`config.mk`:
```
export PLATFORM = sky130hd
export DESIGN_NAME = mefp_mem
export DESIGN_NICKNAME = d
export VERILOG_FILES = /design/src/midi_event_frame_placer_top_defines.svh /design/src/mefp_pkg.sv /design/src/mefp_mem.sv
export SDC_FILE = /design/constraint.sdc
export NUM_CORES = 2
export LEC_CHECK = 0
export CELL_PAD_IN_SITES_DETAIL_PLACEMENT = 1
export CELL_PAD_IN_SITES_GLOBAL_PLACEMENT = 2
export CORE_AREA = 2 2 446 492
export DETAILED_ROUTE_END_ITERATION = 16
export DIE_AREA = 0 0 448 494
export DONT_BUFFER_PORTS = 1
export PLACE_DENSITY_LB_ADDON = 0.1
export RECOVER_POWER = 50
export SYNTH_ARGS = -nofsm -noshare
export SYNTH_HDL_FRONTEND = slang
export SYNTH_SLANG_ARGS = --single-unit
export TNS_END_PERCENT = 30
```
`constraint.sdc`:
```
create_clock -name clk -period 6.5 [get_ports clk]
set_clock_uncertainty 0.1 [all_clocks]
set_input_delay 0.975 -clock clk [delete_from_list [all_inputs] [get_ports clk]]
set_output_delay 0.975 -clock clk [all_outputs]
set_load 0.02 [all_outputs]
```
`src/midi_event_frame_placer_top_defines.svh`:
```
// Assertion macros used by the frame placer top level.
`ifndef MIDI_EVENT_FRAME_PLACER_TOP_DEFINES_SVH
`define MIDI_EVENT_FRAME_PLACER_TOP_DEFINES_SVH

// Checks that the consequent holds whenever the antecedent holds.
`define MEFP_ASSERT_NOW(lbl, clk, rst_n, ante, cons) \
  lbl: assert property (@(posedge clk) disable iff (!rst_n) (ante) |-> (cons)) \
    else $error("frame placer check failed");

// Checks that the consequent holds in the cycle after the antecedent.
`define MEFP_ASSERT_NEXT(lbl, clk, rst_n, ante, cons) \
  lbl: assert property (@(posedge clk) disable iff (!rst_n) (ante) |=> (cons)) \
    else $error("frame placer check failed");

`endif

```
`src/mefp_pkg.sv`:
```
// Types and constants of the MIDI event frame placer.
package mefp_pkg;
  localparam int TIME_W  = 64;
  localparam int RATE_W  = 19;
  localparam int FC_W    = 14;
  localparam int OFF_W   = 13;
  localparam int CNT_W   = 32;
  localparam int FNS_W   = 44;
  localparam int PROD_W  = FNS_W + RATE_W;
  localparam int DEN_W   = 32;

  // Division by two seconds in nanoseconds: the numerator is shifted right by ten and
  // multiplied by ceil(2^55 / 5^9), which is 2^34 plus RCP_C_LO.
  localparam int RCP_DROP  = 10;
  localparam int RCP_W     = 34;
  localparam int RCP_C_W   = 31;
  localparam int RCP_P_W   = RCP_W + RCP_C_W;
  localparam int RCP_HI_SH = 34;
  localparam int RCP_S_W   = 69;
  localparam int RCP_SH    = 55;

  localparam logic [FC_W-1:0]    FRAMES_MAX   = 14'd8192;
  localparam logic [RATE_W-1:0]  RATE_RESET   = 19'd48000;
  localparam logic [TIME_W-1:0]  NS_PER_SEC   = 64'd1000000000;
  localparam logic [RCP_C_W-1:0] RCP_C_LO     = 31'd1266874890;
  localparam logic [CNT_W-1:0]   CNT_MAX      = 32'hFFFF_FFFF;

  localparam logic MODE_PUSH    = 1'b0;
  localparam logic MODE_COLLECT = 1'b1;

  typedef struct packed {
    logic [TIME_W-1:0] time_ns;
    logic [7:0]        status;
    logic [7:0]        data1;
    logic [7:0]        data2;
  } msg_t;
endpackage

```
`src/mefp_mem.sv`:
```
// Message store: one write port and one registered read port.
module mefp_mem #(
  parameter int DEPTH = 32,
  parameter int AW    = 5
) (
  input  logic                  clk,
  input  logic                  wr_en,
  input  logic [AW-1:0]         wr_addr,
  input  mefp_pkg::msg_t        wr_data,
  input  logic                  rd_en,
  input  logic [AW-1:0]         rd_addr,
  output mefp_pkg::msg_t        rd_data
);
  mefp_pkg::msg_t mem_r [DEPTH];
  mefp_pkg::msg_t rd_data_r;

  always_ff @(posedge clk) begin
    if (wr_en) begin
      mem_r[wr_addr] <= wr_data;
    end
    if (rd_en) begin
      rd_data_r <= mem_r[rd_addr];
    end
  end

  assign rd_data = rd_data_r;
endmodule

```
==> results.md <==
* Status: complete, but fails checks
* Failing checks: max-capacitance violations, max-slew violations
* Final TNS setup at 0 ns
* Placed cells at 7841
* Startpoint Class: input port
* Drt drc at 0
* Net Switching at approximately 8300 uW
* Rows at 179
* TritonCTS Sinks at about 2.9k
* Clk_lat worst skew at ~0.95 ns
* Reg power frac at 53.5%
* FMAX at approximately 0.19 GHz
* Global route total overflow at 0
* Rel. slew slack at -230%
* Final min period at 5.35 ns
* Nets at between 5k and 6k
* Mapped Cells at around 5k
* Die Y at ~490 um
* Routed len/inst at 35.3 um
* Worst Max-Slew Pin Slew at about 4.9 ns
* Die ar. at 0.221 sq mm
* Unrepaired setup endpoints after global routing: no
* Internal power at ~31000 uW
* Vias per cell at ~6.3
* Drt total wl at between 200 and 300 mm
* Max Fanout on Critical Path at 42
* Synth top area cells: edfxtp_1, mux4_2, mux2i_1, a22oi_1, nand3_1
* Total CTS buffers at 310
* Seq/Total Area, Yosys at a little under 80%
* Initial DRT Pass Iterations at 8
* Tot Pwr at slightly below 40000 uW
* Clk buf depth at 4
* Clock transition at the registers of the reported paths at ~0.06 ns
* Final slew viol count at approximately 240
* Final period util at 82.4%
* Crit-path max cell delay at approximately 3.4 ns
* Cell taking the most area after synthesis: edfxtp_1
* Syn_nets at 5246
* I/O pin total at roughly 190
* FF+latch area at around 0.087 sq mm
* Comb pwr share at roughly 4.2%
* Post-route ant nets at 0
* Number of max-cap violations at 11
* Crit-path slowest cell: clkbuf_1
* Hold WC Path Type: in -> reg
* Final count of hold timing violations at 0
* Synthesized area at around 0.11 sq mm
* GR Util All Layers at between 20 and 30%
* Post-synth ARST share at 0%
* Post-synthesis average cell area at between 20 and 25 sq um
* Synth warnings at 0
* CTS tree: yes
* Clk network pwr share at a little over two fifths
* Initial Util at a little over 50%
* Crit Path Class: in -> reg
* Hold_ws at between 0.1 and 0.15 ns
* Initial drt markers at approximately 5.6k
* Dpl ws at around 2.6 ns
* RD Place Congestion at between 0.7 and 0.8
* Fillers at around 18k
* Pin count of the biggest net entering global routing at 723
* Vias in the first global route at ~56k
* Finished Layout Cells at 8469
* Post-synth EDFFs at 2904
* Vias at ~54k
* Die span in x at 448 um
* Synth Flop Type: edfxtp_1
* Peak supply drop at ~0.00029 V
* CP Cell Sequence: or3b_1, nor2_1, clkbuf_1
* H-tree levels at 5
* Area grow syn2layout at 12.6%
* Multi-input logic area at 0.0213 sq mm
* Post-synthesis cell type count at 39
* Worst endpoint required time at between 6 and 7 ns
* Top-area cell type share of the netlist area at between 70 and 80%
* Critical path capture point type: flop
* Static Leak at 0.0399 uW
* #FFs+latches synth at around 2.9k
* DP HPWL at 137 mm
* Number of buffers added on ports at 0
* Initial antenna violation count at 21
* Critical Path AT at ~5.7 ns
* Switching Share at 20.9%
* Core ar. at 0.216 sq mm
* Pwr/cell area at approximately 320 mW/mm^2
* Setup violations, final at 0
* Root buffer cell: clkbuf_16
* Share of layout cells above drive strength 1 at between 10% and 20%
* Slack of the critical path at 1.15 ns
* Wire length of the first global-routing pass at 424 mm
## logic make-up after synthesis
| logic type | share of synthesized area, % |
|---|---|
| multiplexers | 13.7 |
| AO/OA/AOI/OAI | 3.95 |
| flip-flops | 79.5 |
| buffers and inverters | 1.37 |
| AND/OR/NAND/NOR | 1.52 |
## per-stage QoR
step                area (sq um)  util, %
detailed placement        113000     52.4
global placement          113000     52.4
finish                    124000     57.2
global route              124000     57.2
floorplan                 110000        -
CTS                       124000     57.2
## flip-flops by register name, summed over array words and instances, names as in the netlist
signal and cells:
mem_r 2816, rd_data 88
## critical path, delay by kind of cell
| family | cells | cell delay, ns |
|---|---|---|
| simple gates | 2 | 1.06 |
| buf+inv | 1 | 3.41 |
## what timing repair did
| item | 4_1_cts | 5_1_grt |
|---|---|---|
| buffers inserted | 0 | 0 |
| endpoints found under the hold margin | 2816 | 0 |
| setup endpoints to repair | 0 | 0 |
| hold buffers | 88 | 0 |
| gates resized for setup | 0 | 0 |
## synthesized netlist by cell type (5+ instances only)
cell         n
a21oi_1      5
buf_1       11
nor2b_1     17
and2_1      10
a31oi_1     51
mux2i_1    702
a22o_1      51
buf_2      113
nor2_1      41
nand4_1     44
nand3_1    168
edfxtp_1  2904
a22oi_1    468
nand2_1     11
buf_4       28
buf_6       20
nand3b_1     5
mux4_2     353
clkbuf_1   114
## power by group through the flow
| stage | registers, uW | logic (uW) | clock network [uW] |
|---|---|---|---|
| final | 21100 | 1640 | 16700 |
| after global routing | 21100 | 1750 | 17700 |
| after CTS | 21100 | 1450 | 17000 |
| after detailed placement | 21500 | 1150 | 0 |
| after global placement | 21500 | 1130 | 0 |
| after floorplan | 21400 | 973 | 0 |
## per-layer routing
| layer | track usage, % | share of wire [%] |
|---|---|---|
| met5 | 0 | 0.028 |
| met4 | 6.84 | 2.3 |
| met3 | 4.56 | 5.9 |
| met2 | 45.4 | 50 |
| met1 | 37.5 | 42 |
## layout by cell type, fill, tap and decap left out, drive strengths merged, types with 2 or more instances in the layout
cell	instances
inv	3
a21oi	5
edfxtp	2904
nor2b	17
and2	11
and3b	2
buf	94
a22o	51
nor2	42
or3	2
nor3	3
diode	7
nand4	44
nand3b	5
dlygate4sd3	80
mux4	353
mux2i	702
nand2	11
and3	2
clkinvlp	7
a22oi	468
a31oi	51
bufinv	21
or3b	3
clkinv	105
nand2b	2
clkbuf	402
nand3	168
## area by class of cell
type,count,share of cell area [%]
flip-flops and latches,2904,70.6
clock inverters,136,0.950
repair buffers,188,1.69
well taps,2896,2.93
clock buffers,388,6.63
multi-input cells,1950,17.2
diodes,7,0.0142
## worst paths after layout
path,start,end,slack [ns],cells after the start
worst min-delay path,rd_en,rd_data[1],0.11,0
worst max register to register,mem_r[15][3],rd_data[3],4.66,4
worst min register to register,mem_r[19][42],rd_data[42],0.67,4
worst max-delay path,wr_addr[1],mem_r[8][23],1.15,3
No activity file was read; power rests on OpenSTA's default activity.
