[src/midi_event_frame_placer_top_defines.svh]
// Assertion macros used by the frame placer top level.
`ifndef MIDI_EVENT_FRAME_PLACER_TOP_DEFINES_SVH
`define MIDI_EVENT_FRAME_PLACER_TOP_DEFINES_SVH

// Checks that the consequent holds whenever the antecedent holds.
`define MEFP_ASSERT_NOW(lbl, clk, rst_n, ante, cons) \
  lbl: assert property (@(posedge clk) disable iff (!rst_n) (ante) |-> (cons)) \
    else $error("frame placer check failed");

// Checks that the consequent holds in the cycle after the antecedent.
`define MEFP_ASSERT_NEXT(lbl, clk, rst_n, ante, cons) \
  lbl: assert property (@(posedge clk) disable iff (!rst_n) (ante) |=> (cons)) \
    else $error("frame placer check failed");

`endif

[src/mefp_pkg.sv]
// Types and constants of the MIDI event frame placer.
package mefp_pkg;
  localparam int TIME_W  = 64;
  localparam int RATE_W  = 19;
  localparam int FC_W    = 14;
  localparam int OFF_W   = 13;
  localparam int CNT_W   = 32;
  localparam int FNS_W   = 44;
  localparam int PROD_W  = FNS_W + RATE_W;
  localparam int DEN_W   = 32;

  // Division by two seconds in nanoseconds: the numerator is shifted right by ten and
  // multiplied by ceil(2^55 / 5^9), which is 2^34 plus RCP_C_LO.
  localparam int RCP_DROP  = 10;
  localparam int RCP_W     = 34;
  localparam int RCP_C_W   = 31;
  localparam int RCP_P_W   = RCP_W + RCP_C_W;
  localparam int RCP_HI_SH = 34;
  localparam int RCP_S_W   = 69;
  localparam int RCP_SH    = 55;

  localparam logic [FC_W-1:0]    FRAMES_MAX   = 14'd8192;
  localparam logic [RATE_W-1:0]  RATE_RESET   = 19'd48000;
  localparam logic [TIME_W-1:0]  NS_PER_SEC   = 64'd1000000000;
  localparam logic [RCP_C_W-1:0] RCP_C_LO     = 31'd1266874890;
  localparam logic [CNT_W-1:0]   CNT_MAX      = 32'hFFFF_FFFF;

  localparam logic MODE_PUSH    = 1'b0;
  localparam logic MODE_COLLECT = 1'b1;

  typedef struct packed {
    logic [TIME_W-1:0] time_ns;
    logic [7:0]        status;
    logic [7:0]        data1;
    logic [7:0]        data2;
  } msg_t;
endpackage

[src/mefp_div.sv]
// Restoring divider, one quotient bit per cycle.
module mefp_div (
  input  logic                          clk,
  input  logic                          rst_n,
  input  logic                          start,
  input  logic [mefp_pkg::TIME_W-1:0]   num,
  input  logic [mefp_pkg::DEN_W-1:0]    den,
  output logic                          done,
  output logic [mefp_pkg::TIME_W-1:0]   quot
);
  logic [mefp_pkg::TIME_W-1:0] num_r;
  logic [mefp_pkg::DEN_W-1:0]  den_r;
  logic [mefp_pkg::DEN_W-1:0]  rem_r;
  logic [$clog2(mefp_pkg::TIME_W+1)-1:0] cnt_r;
  logic busy_r;
  logic done_r;
  logic [mefp_pkg::DEN_W:0] trial;
  logic                     fits;

  assign trial = {rem_r, num_r[mefp_pkg::TIME_W-1]};
  assign fits  = trial >= {1'b0, den_r};

  always_ff @(posedge clk) begin
    if (!rst_n) begin
      busy_r <= 1'b0;
      done_r <= 1'b0;
      cnt_r  <= '0;
    end else begin
      done_r <= 1'b0;
      if (start) begin
        num_r  <= num;
        den_r  <= den;
        rem_r  <= '0;
        cnt_r  <= '0;
        busy_r <= 1'b1;
      end else if (busy_r) begin
        rem_r <= fits ? mefp_pkg::DEN_W'(trial - {1'b0, den_r})
                      : trial[mefp_pkg::DEN_W-1:0];
        num_r <= {num_r[mefp_pkg::TIME_W-2:0], fits};
        cnt_r <= cnt_r + 1'b1;
        if (cnt_r == ($clog2(mefp_pkg::TIME_W+1))'(mefp_pkg::TIME_W - 1)) begin
          busy_r <= 1'b0;
          done_r <= 1'b1;
        end
      end
    end
  end

  assign done = done_r;
  assign quot = num_r;
endmodule

[config.mk]
export PLATFORM = sky130hd
export DESIGN_NAME = mefp_div
export DESIGN_NICKNAME = d
export VERILOG_FILES = /design/src/midi_event_frame_placer_top_defines.svh /design/src/mefp_pkg.sv /design/src/mefp_div.sv
export SDC_FILE = /design/constraint.sdc
export NUM_CORES = 1
export LEC_CHECK = 0
export ABC_AREA = 1
export ABC_CLOCK_PERIOD_IN_PS = 21500
export BUFFER_PORTS_ARGS = -buffer_cell sky130_fd_sc_hd__buf_2
export CAP_MARGIN = 20
export CORE_UTILIZATION = 61
export DETAILED_ROUTE_END_ITERATION = 10
export PLACE_DENSITY = 0.92
export RECOVER_POWER = 100
export SYNTH_ARGS = -nofsm -noshare
export SYNTH_HDL_FRONTEND = slang
export SYNTH_SLANG_ARGS = --single-unit
[constraint.sdc]
create_clock -name clk -period 21.5 [get_ports clk]
set_input_delay 3.225 -clock clk [delete_from_list [all_inputs] [get_ports clk]]
set_output_delay 3.225 -clock clk [all_outputs]
set_load 0.01 [all_outputs]
==> flow_metrics.tcl <==
set metrics [dict create \
    status "complete, but fails checks" \
    violations "capacitance limit, slew limit" \
    synth_top_area_share_pct 45.2 \
    grt_pass1_vias 7579 \
    cts.path.max_buffers 2 \
    cts_tree "built" \
    cts.reportedPaths.clkPinSlew_ns 0.07 \
    fin_worst_skew_ns 0.0141 \
    maxCapViolCount 5 \
    cp_data_required_time_ns 21.87 \
    vias 7741 \
    hold_violations 0 \
    yosysSeqAreaShare_pct 47.4 \
    place_area_um2 9450 \
    synthTopCellsByArea "edfxtp_1 (45%), nand2_1 (22%), inv_1 (7.5%), ha_1 (4.9%), nor2_1 (4.2%)" \
    core_area_um2 13400 \
    die_area_um2 14400 \
    grtUsageTotal_pct 33.0 \
    post-route-min-period_ns 9.87 \
    grt_first_pass_wirelength_um 36300 \
    post_cts_buffers 0 \
    crit_type "in2reg" \
    drive_above_1_share_pct 13.4 \
    synth_top_area_cell "edfxtp_1" \
    num_rows 42 \
    leakagePower_nw 5.09 \
    cts_resized 0 \
    drt_iter0_drc 639 \
    antenna_found_initial 0 \
    die_w_um 120 \
    cp-start-kind "primary input" \
    tightest_slew_ns 4.07 \
    syn_to_final_growth_pct 17.3 \
    insertion_delay_ns 0.44 \
    relSlewSlack_pct -172 \
    hpwl_um 15600 \
    cts_htree_levels 4 \
    syn_inst 1121 \
    async_flop_share_pct 0 \
    wire_per_inst_um 15.3 \
    tns_ns 0 \
    postSynthAreaPerCell_um2 7.58 \
    port_buffers 163 \
    synth.distinct_cells 36 \
    synth_warnings 0 \
    hp-class "reg2reg" \
    firstDrtPassIters 8 \
    fin_crit_sh_pct 45.9 \
    die_h_um 120 \
    final_cell_area_um2 9970 \
    place_congestion 0.969 \
    finalSetupViolCount 0 \
    ir_drop_v 0.0000737 \
    power.density_nw_per_um2 83.2 \
    ctsHoldBuffers 0 \
    io_pins 164 \
    whs_path_depth 2 \
    syn_area_um2 8490 \
    ys_ff_latch 137 \
    rsz0062_at_grt "false" \
    seqCellArea_um2 4020 \
    r2r_cells 6 \
    switching_share_pct 32.3 \
    p_sw_mw 0.268 \
    pwr-share-seq_pct 39.6 \
    critical_path.max_fanout 69 \
    grt_max_degree 96 \
    ant_nets 0 \
    synth.net_count 1254 \
    clkPwrFrac_pct 37.5 \
    fillCellCount 1029 \
    grt_overflow_total 0 \
    cts-root-buf "clkbuf_16" \
    synth_edf_count 128 \
    internal_power_mw 0.561 \
    netlist_top_cells_count "nand2_1 (494), inv_1 (169), edfxtp_1 (128), nor2_1 (95), ha_1 (33)" \
    p_comb_share_pct 22.9 \
    cts_made_buffers 17 \
    fin_nets 1415 \
    vias_per_cell 5.26 \
    clock_sinks 137 \
    yosysMostFrequentCell "nand2_1" \
    end_kind "register" \
    routed_wl_um 22500 \
    multi_input_area_um2 3670 \
    arrival_ns 10.24 \
    clock.fmax_mhz 101 \
    diodes 0 \
    start_util_pct 63.4 \
    ys.flop_type "edfxtp_1" \
    route.detailed.drc 0 \
    slew_violations 300 \
]
==> stage by stage <==
stage | worst slack (ns) | utilization (%) | hold WS, ns | total power, mW | instances
after CTS | 16.29 | 75.2 | 0.491 | 0.828 | 1471
after floorplan | 12.54 | - | 0.452 | 0.468 | 1121
after detailed placement | 15.82 | 70.5 | 0.475 | 0.518 | 1439
final | 11.63 | 74.4 | 0.496 | 0.829 | 1471
after global routing | 10.94 | 74.4 | 0.541 | 0.866 | 1471
after global placement | 15.88 | 70.5 | 0.467 | 0.512 | 1439
==> flip-flops by register name, summed over array words and instances, names as in the netlist <==
signal / count
quot: 64
rem_r: 32
busy_r: 1
done: 1
cnt_r: 7
den_r: 32
==> layout by cell type (no fill, tap or decap), drive strengths merged, types with 2 or more instances in the layout <==
cell type | netlist | final
nor3 | 4 | 4
and2 | 8 | 8
inv | 179 | 189
edfxtp | 128 | 128
nor2 | 114 | 114
xor2 | 13 | 13
clkbuf | 17 | 88
o21ai | 8 | 8
a21o | 2 | 2
nand3 | 32 | 32
xnor2 | 2 | 2
nand3b | 23 | 23
bufinv | 0 | 2
nand4 | 5 | 5
ha | 33 | 33
dfxtp | 9 | 9
nand2 | 504 | 504
a21oi | 26 | 26
clkinv | 1 | 3
buf | 9 | 97
==> worst max-delay path: stages <==
cell	delay, ns
buf_2	0.07
clkbuf_1	1.94
inv_1	0.35
a21oi_4	0.25
clkbuf_1	1.51
clkbuf_1	2.37
o21ai_0	0.35
inv_1	0.14
==> cell families (layout without fill, tap and decap cells) <==
kind of cell,after synthesis,after routing,synth area share [%]
simple gates,693,693,34.2
buf+inv,206,380,9.56
flops,137,137,47.4
compound gates,36,36,2.22
fa+ha+maj,34,34,5.10
xor+xnor,15,15,1.55
==> worst paths after layout <==
kind,start,slack (ns),endpoint
worst max-delay path,start,11.63,busy_r
worst min-delay path,cnt_r[2],0.50,cnt_r[2]
worst max register to register,busy_r,16.40,busy_r
worst min register to register,cnt_r[2],0.50,cnt_r[2]
==> power groups by stage <==
| stage | registers, mW | logic (mW) | clock network [mW] |
|---|---|---|---|
| final | 0.328 | 0.190 | 0.311 |
| after global routing | 0.330 | 0.213 | 0.323 |
| after CTS | 0.327 | 0.189 | 0.312 |
| after detailed placement | 0.332 | 0.186 | 0 |
| after global placement | 0.331 | 0.180 | 0 |
| after floorplan | 0.335 | 0.133 | 0 |
==> final cells by class <==
| cell class | count | share of cell area (%) |
|---|---|---|
| Clock buffer | 17 | 4.27 |
| Clock inverter | 15 | 1.98 |
| Inverter | 180 | 6.83 |
| Multi-Input combinational cell | 778 | 36.8 |
| Sequential cell | 137 | 40.4 |
| Tap cell | 176 | 2.21 |
| Timing Repair Buffer | 168 | 7.55 |
==> layer usage <==
layer	vias up	wire length, µm	global-route usage (%)	share of wire [%]
met3	76	1670	7.08	7.4
met2	360	11300	58.0	50
met4	0	966	16.1	4.3
met5	-	0	0	0
met1	3518	8580	37.7	38
li1	3787	-	-	-
Power figures use the tool's default switching activity.
