**src/midi_event_frame_placer_top_defines.svh**
```systemverilog
// Assertion macros used by the frame placer top level.
`ifndef MIDI_EVENT_FRAME_PLACER_TOP_DEFINES_SVH
`define MIDI_EVENT_FRAME_PLACER_TOP_DEFINES_SVH

// Checks that the consequent holds whenever the antecedent holds.
`define MEFP_ASSERT_NOW(lbl, clk, rst_n, ante, cons) \
  lbl: assert property (@(posedge clk) disable iff (!rst_n) (ante) |-> (cons)) \
    else $error("frame placer check failed");

// Checks that the consequent holds in the cycle after the antecedent.
`define MEFP_ASSERT_NEXT(lbl, clk, rst_n, ante, cons) \
  lbl: assert property (@(posedge clk) disable iff (!rst_n) (ante) |=> (cons)) \
    else $error("frame placer check failed");

`endif

```
**src/mefp_pkg.sv**
```systemverilog
// Types and constants of the MIDI event frame placer.
package mefp_pkg;
  localparam int TIME_W  = 64;
  localparam int RATE_W  = 19;
  localparam int FC_W    = 14;
  localparam int OFF_W   = 13;
  localparam int CNT_W   = 32;
  localparam int FNS_W   = 44;
  localparam int PROD_W  = FNS_W + RATE_W;
  localparam int DEN_W   = 32;

  // Division by two seconds in nanoseconds: the numerator is shifted right by ten and
  // multiplied by ceil(2^55 / 5^9), which is 2^34 plus RCP_C_LO.
  localparam int RCP_DROP  = 10;
  localparam int RCP_W     = 34;
  localparam int RCP_C_W   = 31;
  localparam int RCP_P_W   = RCP_W + RCP_C_W;
  localparam int RCP_HI_SH = 34;
  localparam int RCP_S_W   = 69;
  localparam int RCP_SH    = 55;

  localparam logic [FC_W-1:0]    FRAMES_MAX   = 14'd8192;
  localparam logic [RATE_W-1:0]  RATE_RESET   = 19'd48000;
  localparam logic [TIME_W-1:0]  NS_PER_SEC   = 64'd1000000000;
  localparam logic [RCP_C_W-1:0] RCP_C_LO     = 31'd1266874890;
  localparam logic [CNT_W-1:0]   CNT_MAX      = 32'hFFFF_FFFF;

  localparam logic MODE_PUSH    = 1'b0;
  localparam logic MODE_COLLECT = 1'b1;

  typedef struct packed {
    logic [TIME_W-1:0] time_ns;
    logic [7:0]        status;
    logic [7:0]        data1;
    logic [7:0]        data2;
  } msg_t;
endpackage

```
**src/mefp_smul.sv**
```systemverilog
// Shift-and-add multiplier, one multiplier bit per cycle.
module mefp_smul (
  input  logic                          clk,
  input  logic                          rst_n,
  input  logic                          start,
  input  logic [mefp_pkg::FNS_W-1:0]    a,
  input  logic [mefp_pkg::RATE_W-1:0]   b,
  output logic                          done,
  output logic [mefp_pkg::PROD_W-1:0]   prod
);
  logic [mefp_pkg::PROD_W-1:0] a_r;
  logic [mefp_pkg::PROD_W-1:0] acc_r;
  logic [mefp_pkg::RATE_W-1:0] b_r;
  logic [$clog2(mefp_pkg::RATE_W+1)-1:0] cnt_r;
  logic busy_r;
  logic done_r;

  always_ff @(posedge clk) begin
    if (!rst_n) begin
      busy_r <= 1'b0;
      done_r <= 1'b0;
      cnt_r  <= '0;
    end else begin
      done_r <= 1'b0;
      if (start) begin
        a_r    <= mefp_pkg::PROD_W'(a);
        b_r    <= b;
        acc_r  <= '0;
        cnt_r  <= '0;
        busy_r <= 1'b1;
      end else if (busy_r) begin
        if (b_r[0]) begin
          acc_r <= acc_r + a_r;
        end
        a_r <= {a_r[mefp_pkg::PROD_W-2:0], 1'b0};
        b_r <= {1'b0, b_r[mefp_pkg::RATE_W-1:1]};
        cnt_r <= cnt_r + 1'b1;
        if (cnt_r == ($clog2(mefp_pkg::RATE_W+1))'(mefp_pkg::RATE_W - 1)) begin
          busy_r <= 1'b0;
          done_r <= 1'b1;
        end
      end
    end
  end

  assign done = done_r;
  assign prod = acc_r;
endmodule

```
**config.mk**
```make
export PLATFORM = sky130hd
export DESIGN_NAME = mefp_smul
export DESIGN_NICKNAME = d
export VERILOG_FILES = /design/src/midi_event_frame_placer_top_defines.svh /design/src/mefp_pkg.sv /design/src/mefp_smul.sv
export SDC_FILE = /design/constraint.sdc
export NUM_CORES = 1
export LEC_CHECK = 0
export ABC_AREA = 1
export BUFFER_PORTS_ARGS = -buffer_cell sky130_fd_sc_hd__buf_2
export CAP_MARGIN = 20
export CORE_ASPECT_RATIO = 2
export CORE_UTILIZATION = 40
export DETAILED_ROUTE_END_ITERATION = 8
export PLACE_DENSITY = 0.67
export SKIP_LAST_GASP = 1
export SLEW_MARGIN = 20
export SYNTH_ARGS = -nofsm -noshare
export SYNTH_HDL_FRONTEND = slang
export SYNTH_SLANG_ARGS = --single-unit
```
**constraint.sdc**
```tcl
create_clock -name clk -period 4.2 [get_ports clk]
set_input_delay 0.84 -clock clk [delete_from_list [all_inputs] [get_ports clk]]
set_output_delay 0.84 -clock clk [all_outputs]
set_load 0.01 [all_outputs]
```
==> flow_metrics.tcl <==
set metrics [dict create \
    outcome "complete, no violations" \
    dr.pass1.iters 6 \
    avgRoutedWirePerCell_um 17.21 \
    clock-sinks 152 \
    core_mm2 0.02874 \
    postRouteAntennaNets 0 \
    grt_pass1_wl_um 58650 \
    path_clk_slew_ps 70 \
    critPathMaxFanout 5 \
    ys_ff_latch 152 \
    grt-ovfl-total 0 \
    critPathLaunchType "flop" \
    crit_type "flop to flop" \
    holdBufCountCts 0 \
    ioPinCount 130 \
    avgSynthCellArea_um2 6.685 \
    portBuffers 129 \
    pwr-share-seq_pct 40.4 \
    synth.distinct_cells 35 \
    rows 88 \
    die_w_um 122.8 \
    max_stage_delay_ps 450 \
    yosysSeqAreaShare_pct 38.53 \
    antenna_found_initial 0 \
    cts_tree "done" \
    place_congestion 1.002 \
    grt_pass1_vias 11210 \
    layout-drive-gt1-share_pct 12.76 \
    post-route-min-period_ps 2567 \
    vias 11030 \
    die_area_mm2 0.02989 \
    die_h_um 243.5 \
    maxSlewHeadroom_pct 40.05 \
    power.switching_mw 1.667 \
    final_cell_mix "722 x nand2_1, 328 x inv_1, 145 x edfxtp_1, 143 x nor2_1, 129 x buf_2" \
    clock_skew_ps 10.05 \
    drc_errors 0 \
    clk_latency_ps 460 \
    p_sw_share_pct 36.05 \
    powerDensity_mw_per_mm2 348.4 \
    fin_setup_tns_ps 0 \
    min_path_type "flop to flop" \
    final_common_cell "nand2_1" \
    tightest_slew_ps 899.3 \
    path_cells "ha_1, nand2_1, inv_1, nand2_1, nand2_1, inv_1, nand2_1, inv_1, nand2_1, a21oi_1, nand3_1, nand2_1, nor2_1" \
    worstPathArrival_ps 2780 \
    cts_made_buffers 17 \
    cts_resized 0 \
    peakVddDrop_mv 0.2511 \
    nNetsFinal 2006 \
    drt_iter0_markers 538 \
    syn_nets 1876 \
    cp_slowest_cell "a21oi_1" \
    finalSetupViolCount 0 \
    crit_top_cell "nand2_1" \
    placed_cells 2216 \
    rsz0062_at_grt "false" \
    drt-vias-per-instance 4.904 \
    start_util_pct 40.59 \
    fin_cells 2248 \
    p_int_mw 2.957 \
    hold_viol 0 \
    wl_um 38680 \
    pwr-share-comb_pct 28.4 \
    globalRouteTotalUtil_pct 27.05 \
    cellLeakagePower_nw 7.254 \
    ys_warn_count 0 \
    clockRootBuffer "clkbuf_16" \
    synthCells 1745 \
    syn-cell-area_mm2 0.01166 \
    fin_crit_sh_pct 61.12 \
    max-cap-violations 0 \
    hpwl_um 31690 \
    max_freq_ghz 0.3895 \
    worstSetupEndpointType "flop" \
    maxSlewViolCount 0 \
    pwr-share-clk_pct 31.1 \
    clockBufferDepth 2 \
    htreeDepth 4 \
    required_ps 4410 \
    area_growth_pct 13.76 \
    grt_start_max_net_pins 96 \
    n_antenna_cell 0 \
    postCtsSetupBuffers 0 \
]
[layer usage]
| layer | GRT usage (%) | vias up | part of all wire (%) |
|---|---|---|---|
| met2 | 50.71 | 289 | 55 |
| met4 | 25.00 | 0 | 9.7 |
| li1 | - | 5646 | - |
| met3 | 3.043 | 136 | 3.2 |
| met5 | 0 | - | 0 |
| met1 | 24.16 | 4954 | 32 |
[synthesized netlist by cell type]
cell	instances	area share, %
a211oi_1	1	0.064
a21oi_1	96	4.1
a21oi_2	2	0.15
a31oi_1	1	0.054
and2_1	5	0.27
and3_1	6	0.32
buf_1	2	0.064
buf_2	2	0.086
buf_4	1	0.064
clkbuf_1	18	0.58
clkinv_1	4	0.13
dfxtp_1	7	1.2
edfxtp_1	145	37
fa_1	1	0.17
ha_1	64	6.9
inv_1	330	11
inv_2	3	0.097
nand2_1	722	23
nand2_2	29	1.6
nand3_1	57	2.4
nand3_2	12	1.0
nand4_1	11	0.59
nor2_1	144	4.6
nor2_2	24	1.3
nor2_4	3	0.29
nor3_1	8	0.34
nor3_2	1	0.086
nor3b_1	2	0.13
nor4_1	3	0.16
nor4_2	1	0.11
o21a_1	2	0.13
o21ai_0	30	1.3
o21bai_1	6	0.39
or2_0	1	0.054
xnor2_1	1	0.075
[metrics by stage]
stage | total power [mW] | setup slack, ps | hold slack [ps] | utilization (%) | instance area, µm²
2_1_floorplan | 2.749 | 707.5 | 463.4 | - | 11670
3_3_place_gp | 3.196 | 1337 | 478.8 | 44.34 | 12740
3_5_place_dp | 3.209 | 1232 | 503.2 | 44.34 | 12740
4_1_cts | 4.666 | 1688 | 521.9 | 46.18 | 13270
5_1_grt | 4.858 | 1492 | 539.9 | 46.18 | 13270
6_report | 4.624 | 1633 | 517.4 | 46.18 | 13270
[worst max-delay path: cells and delay by family (launching register included)]
kind            cells  cell delay, ps
simple gates        8             850
compound gates      1             450
flops               1             430
fa+ha+maj           1             400
buf+inv             3             200
[power by group through the flow]
stage                     Sequential (mW)  Clock (mW)  Combinational, mW
after detailed placement             1.90           0               1.31
final                                1.87        1.44               1.32
after global routing                 1.88        1.52               1.46
after global placement               1.90           0               1.30
after CTS                            1.87        1.48               1.32
after floorplan                      1.90           0              0.847
[state kept, by name, indices dropped and copies added, names as in the netlist]
name	cells
a_r	63
done	1
prod	63
busy_r	1
b_r	19
cnt_r	5
[path summary, 6_finish.rpt]
path	end	depth (start not counted)	from	slack, ps
setup / recovery	prod[50]	13	prod[48]	1630
hold / removal	b_r[13]	2	b_r[14]	520
setup reg to reg	prod[50]	13	prod[48]	1630
hold reg to reg	b_r[13]	2	b_r[14]	520
[kinds of logic after synthesis]
family | count (synthesis) | synth area share [%]
buffers and inverters | 360 | 11.64
xor gates and xnor gates | 1 | 0.07510
AOI/OAI and AO/OA | 138 | 6.189
DFF | 152 | 38.53
and+or+nand+nor | 1029 | 36.53
adders and majority gates | 65 | 7.036
[cell type report]
| class | instances | area, µm² |
|---|---|---|
| clock inverters | 14 | 100.1 |
| repair buffers | 134 | 708.2 |
| well taps | 360 | 450.4 |
| flip-flops and latches | 152 | 4494 |
| inverters | 337 | 1267 |
| fillers | 3078 | 15470 |
| multi-input cells | 1233 | 5821 |
| clock buffers | 18 | 429.2 |
(Power assumes the default switching activity.)
